File: config.mk
export PLATFORM = sky130hd
export DESIGN_NAME = rcfb_ctrl
export DESIGN_NICKNAME = d
export VERILOG_FILES = /design/src/sv/rcfb_pkg.sv /design/src/sv/rcfb_ctrl.sv
export SDC_FILE = /design/constraint.sdc
export NUM_CORES = 1
export LEC_CHECK = 0
export ABC_AREA = 1
export BUFFER_PORTS_ARGS = -buffer_cell sky130_fd_sc_hd__buf_4
export CORE_AREA = 5 5 42 44
export CTS_CLUSTER_SIZE = 28
export DETAILED_ROUTE_END_ITERATION = 16
export DIE_AREA = 0 0 47 49
export GPL_ROUTABILITY_DRIVEN = 0
export SKIP_LAST_GASP = 1
export SYNTH_ARGS = -nofsm -noshare
export SYNTH_HDL_FRONTEND = slang
export SYNTH_SLANG_ARGS = --single-unit
File: constraint.sdc
create_clock -name clk -period 1.2 [get_ports clk]
set_input_delay 0.06 -clock clk [delete_from_list [all_inputs] [get_ports clk]]
set_output_delay 0.06 -clock clk [all_outputs]
set_load 0.1 [all_outputs]
File: src/sv/rcfb_pkg.sv
// ----------------------------------------------------------------------------
// rcfb_pkg
// Types, codes and string helpers shared by the route cache modules.
// ----------------------------------------------------------------------------
package rcfb_pkg;

	localparam int KEY_W    = 64;
	localparam int CODE_W   = 40;
	localparam int BUDGET_W = 6;

	localparam logic [BUDGET_W-1:0] BUDGET_RESET = 6'd6;
	localparam logic [7:0]          CHAR_LO_A    = 8'h61;
	localparam logic [7:0]          CHAR_LO_Z    = 8'h7a;
	localparam logic [7:0]          CASE_GAP     = 8'd32;

	// operation codes of an input item
	typedef enum logic [1:0] {
		OP_LOOKUP = 2'd0,
		OP_STORE  = 2'd1,
		OP_RELOAD = 2'd2
	} op_t;

	// result status codes
	typedef enum logic [2:0] {
		RS_HIT_FULL   = 3'd0,
		RS_HIT_PART   = 3'd1,
		RS_MISS_GRANT = 3'd2,
		RS_MISS_NOBUD = 3'd3,
		RS_EMPTY      = 3'd4,
		RS_STORED     = 3'd5,
		RS_RELOADED   = 3'd6
	} status_t;

	// controller states
	typedef enum logic [1:0] {
		S_IDLE,
		S_EXEC,
		S_SCAN,
		S_EMIT
	} fsm_t;

	// one cache slot
	typedef struct packed {
		logic [KEY_W-1:0]  key;
		logic [CODE_W-1:0] oi;
		logic [CODE_W-1:0] di;
		logic [CODE_W-1:0] oc;
		logic [CODE_W-1:0] dc;
	} entry_t;

	// controller to datapath
	typedef struct packed {
		logic capture;
		logic reload;
		logic store;
		logic empty;
		logic scan_start;
		logic scan_run;
		logic hit;
		logic miss;
		logic emit;
	} cmd_t;

	// datapath to controller
	typedef struct packed {
		op_t  op;
		logic key_empty;
		logic fill_zero;
		logic rd_hit;
		logic rd_end;
		logic out_free;
	} sts_t;

	// clear every byte after the first zero byte of a callsign
	function automatic logic [KEY_W-1:0] clean_key(input logic [KEY_W-1:0] v);
		logic [KEY_W-1:0] r;
		logic live;
		r    = '0;
		live = 1'b1;
		for (int i = 0; i < 8; i++) begin
			if (v[KEY_W-1-8*i -: 8] == 8'h00) live = 1'b0;
			if (live) r[KEY_W-1-8*i -: 8] = v[KEY_W-1-8*i -: 8];
		end
		return r;
	endfunction

	// cut an airport code at its end and fold a..z to upper case
	function automatic logic [CODE_W-1:0] clean_code(input logic [CODE_W-1:0] v);
		logic [CODE_W-1:0] r;
		logic [7:0] b;
		logic live;
		r    = '0;
		live = 1'b1;
		for (int i = 0; i < 5; i++) begin
			b = v[CODE_W-1-8*i -: 8];
			if (b == 8'h00) live = 1'b0;
			if (b >= CHAR_LO_A && b <= CHAR_LO_Z) b = b - CASE_GAP;
			if (live) r[CODE_W-1-8*i -: 8] = b;
		end
		return r;
	endfunction

endpackage

File: src/sv/rcfb_ctrl.sv
// ----------------------------------------------------------------------------
// rcfb_ctrl
// Sequencer for the route cache: takes an item, runs it, hands off the result.
// ----------------------------------------------------------------------------
module rcfb_ctrl (
	input  logic          clk,
	input  logic          arst_n,
	input  logic          in_valid,
	input  logic [1:0]    op,
	output logic          in_stall,
	input  rcfb_pkg::sts_t sts,
	output rcfb_pkg::cmd_t cmd
);
	import rcfb_pkg::*;

	fsm_t state_q, state_d;
	logic op_ok;
	logic take;

	// op 3 is swallowed without a result
	assign op_ok    = (op == OP_LOOKUP) || (op == OP_STORE) || (op == OP_RELOAD);
	assign in_stall = (state_q != S_IDLE);
	assign take     = in_valid && !in_stall && op_ok;

	// hold state
	always_ff @(posedge clk or negedge arst_n) begin
		if (!arst_n) begin
			state_q <= S_IDLE;
		end else begin
			state_q <= state_d;
		end
	end

	// next state
	always_comb begin
		state_d = state_q;
		unique case (state_q)
			S_IDLE: begin
				if (take) state_d = S_EXEC;
			end
			S_EXEC: begin
				if (sts.op == OP_LOOKUP && !sts.key_empty && !sts.fill_zero)
					state_d = S_SCAN;
				else
					state_d = S_EMIT;
			end
			S_SCAN: begin
				if (sts.rd_hit || sts.rd_end) state_d = S_EMIT;
			end
			S_EMIT: begin
				if (sts.out_free) state_d = S_IDLE;
			end
			default: state_d = S_IDLE;
		endcase
	end

	// commands
	always_comb begin
		cmd = '0;
		unique case (state_q)
			S_IDLE: begin
				cmd.capture = take;
			end
			S_EXEC: begin
				priority if (sts.op == OP_RELOAD) begin
					cmd.reload = 1'b1;
				end else if (sts.key_empty) begin
					cmd.empty = 1'b1;
				end else if (sts.op == OP_STORE) begin
					cmd.store = 1'b1;
				end else if (sts.fill_zero) begin
					cmd.miss = 1'b1;
				end else begin
					cmd.scan_start = 1'b1;
				end
			end
			S_SCAN: begin
				cmd.scan_run = 1'b1;
				priority if (sts.rd_hit) begin
					cmd.hit = 1'b1;
				end else if (sts.rd_end) begin
					cmd.miss = 1'b1;
				end
			end
			S_EMIT: begin
				cmd.emit = sts.out_free;
			end
			default: cmd = '0;
		endcase
	end

`ifndef ASSERT_OFF
	a_emit_free: assert property (@(posedge clk) disable iff (!arst_n)
		cmd.emit |-> sts.out_free)
		else $error("result loaded while output register busy");
	a_take_exec: assert property (@(posedge clk) disable iff (!arst_n)
		take |=> (state_q == S_EXEC))
		else $error("accepted item not executed");
	a_exec_once: assert property (@(posedge clk) disable iff (!arst_n)
		(state_q == S_EXEC) |=> (state_q != S_EXEC))
		else $error("execute step repeated");
`endif

endmodule

==> results.py <==
metrics = {
    "outcome": {
        "status": "finished, violations left",
        "violations": "negative setup slack",
    },
    "cells_and_area": {
        "final_nets": 108,
        "largest_register": "state_q",
        "area_delta_synth_final_pct": 178,
        "final_cell_count_no_fill": 105,
        "fillCellCount": 122,
        "drive_above_1_share_pct": 75.3,
        "largest_reg_flops": 2,
        "seq_area_um2": 50.0,
        "multi_input_area_um2": 359,
        "diodes": 0,
        "reg_top3": "state_q (2)",
    },
    "global_routing": {
        "antenna_found_initial": 0,
        "grt_usage_pct": 10.9,
        "grt_pass1_vias": 491,
        "grt_max_degree": 5,
        "gr-total-overflow": 0,
        "grt_pass1_wl_um": 1810,
    },
    "logic_synthesis": {
        "syn-instance-count": 52,
        "synth_fp_nets": 69,
        "yosysUniqueCellTypes": 14,
        "yosysTopAreaCellShare_pct": 19.3,
        "synth_area_leaders": "ha_1 (19%), dfrtp_1 (15%), inv_1 (14%)",
        "synth_top_cell_by_area": "ha_1",
        "avgSynthCellArea_um2": 6.23,
        "syn_area_um2": 324,
        "synth_seq_cells": 2,
        "synth-warning-count": 0,
        "synth-seq-area-share_pct": 15.4,
    },
    "place": {
        "post-place-ws_ps": -274,
        "place.detailed.hpwl_um": 809,
        "io_buffer_count": 21,
        "dp_cells": 98,
    },
    "clock_network": {
        "path_clk_slew_ps": 30,
        "cts_tree": "done",
        "numCtsBuffers": 3,
        "cts_htree_levels": 1,
        "root_buffer": "clkbuf_4",
        "clock_latency_ps": 220,
        "cts.path.max_buffers": 2,
        "cts_sinks": 2,
    },
    "worst_setup_path": {
        "ff2ff_path_depth": 9,
        "rrSetupSlack_ps": -240,
        "end_kind": "output pin",
        "start_kind": "register",
        "worstPathRequired_ps": 1140,
        "path_max_fanout": 3,
        "r2r_start": "state_q[0]$_DFFE_PN0P_",
        "crit_type": "register to output pin",
        "r2r-end": "state_q[0]$_DFFE_PN0P_",
        "cp.arrival_ps": 1470,
    },
    "floorplan": {
        "die_area_um2": 2300,
        "initial_core_util_pct": 23.1,
        "die_y_um": 49,
        "pin_count": 22,
        "core_um2": 1400,
        "die_w_um": 47,
        "rows": 14,
    },
    "power": {
        "powerDensity_nw_per_um2": 2810,
        "p_leak_nw": 0.405,
        "irDropWorstVdd_uv": 1870,
    },
    "timing": {
        "finClkSkew_ps": 5.07,
        "worst_slack_ps": -331,
        "setup_viol_count_final": 12,
        "drv_slew": 0,
        "fmax_ghz": 0.653,
        "min_period_ps": 1530,
        "worstMarginPinSlew_ps": 254,
        "rsz0062_at_grt": "true",
        "slew_headroom_pct": 83.0,
        "fin_crit_sh_pct": 128,
        "hold_violations": 0,
    },
    "route": {
        "drtIter0Drc": 5,
        "drc": 0,
        "dr.pass1.iters": 3,
        "vias": 446,
        "wl_um": 1110,
        "viasPerCell": 4.25,
        "detail-route-antenna-nets": 0,
        "wl_per_cell_um": 10.6,
    },
    "hold_path": {
        "hp-class": "input pin to asynchronous set/reset pin",
    },
    "run": {
        "maxCapViolCount": 0,
    },
}
==> cell usage in the layout, fill, tap and decap left out, types with 2 or more instances in the layout <==
cell type / n
nand2_4: 2
clkinvlp_4: 4
ha_4: 3
nand2_1: 8
buf_6: 4
dfrtp_1: 2
a21oi_4: 2
inv_2: 3
buf_12: 9
inv_1: 3
inv_4: 2
nor2_4: 4
nor2_1: 4
nand2_2: 5
buf_4: 20
clkbuf_4: 3
==> critical path, stage by stage (launching register included) <==
cell and delay, ps:
dfrtp_1 410, buf_6 140, inv_4 60, ha_4 130, nand3b_1 120, a21oi_4 200, buf_12 190
==> through the flow <==
stage | power (mW) | hold WS, ps | utilization [%] | setup TNS [ps] | instance area [um2]
floorplan | 1.36 | -236 | - | -2660 | 387
global placement | 1.81 | -156 | 45.1 | -1130 | 632
detailed placement | 1.83 | -157 | 45.1 | -1330 | 632
CTS | 2.49 | 142 | 63.3 | -2880 | 887
global route | 2.69 | 148 | 64.4 | -3510 | 902
finish | 2.54 | 151 | 64.4 | -2670 | 902
==> final cells by class <==
class / count / share of cell area [%]
repair buffers: 34 / 42.7
multi-input cells: 38 / 39.8
inverters: 12 / 7.21
flip-flops and latches: 2 / 5.55
clock buffers: 3 / 2.50
well taps: 16 / 2.22
==> Yosys cell counts, drive strengths merged <==
library cell	count
nand4	1
nand2	15
o211ai	1
nor2	9
dfrtp	2
a21oi	2
inv	12
nand3b	1
nand3	2
ha	5
nor3	1
o21ai	1
==> cells by family after synthesis <==
logic type	Yosys count	share of synthesized area, %
AOI/OAI and AO/OA	4	11.6
adders and majority gates	5	19.3
buffers and inverters	12	13.9
DFF	2	15.4
and+or+nand+nor	29	39.8
==> worst max-delay path by stage <==
| stage | startpoint | depth (start not counted) | endpoint | slack (ps) |
|---|---|---|---|---|
| floorplan | state_q[0]$_DFFE_PN0P_ | 4 | cmd[1] | -480 |
| global placement | state_q[1]$_DFFE_PN0P_ | 7 | cmd[1] | -240 |
| detailed placement | state_q[1]$_DFFE_PN0P_ | 7 | cmd[1] | -270 |
| CTS | state_q[0]$_DFFE_PN0P_ | 6 | cmd[1] | -350 |
| global route | state_q[1]$_DFFE_PN0P_ | 7 | cmd[1] | -390 |
| finish | state_q[0]$_DFFE_PN0P_ | 6 | cmd[1] | -330 |
==> what timing repair did <==
| action | in CTS | in global routing |
|---|---|---|
| pin swaps | 11 | 5 |
| endpoints found under the hold margin | 2 | 0 |
| buffers inserted | 4 | 0 |
| resized for setup | 46 | 8 |
| hold buffers | 1 | 0 |
| setup endpoints to repair | 12 | 12 |
==> power breakdown <==
part / internal, mW / switching (mW) / leakage (nW)
sequential: 0.107 / 0.0330 / 0.0239
combinational: 0.909 / 1.34 / 0.367
clock: 0.110 / 0.0380 / 0.0138
total: 1.13 / 1.41 / 0.405
==> per-layer routing <==
layer / vias to the layer above / GRT usage, % / wire (um)
met5: - / 0 / 0
met4: 0 / 6.91 / 0
met3: 0 / 2.58 / 57
met2: 11 / 19.9 / 684
met1: 204 / 9.69 / 372
li1: 231 / - / -
Power figures use the tool's default switching activity.
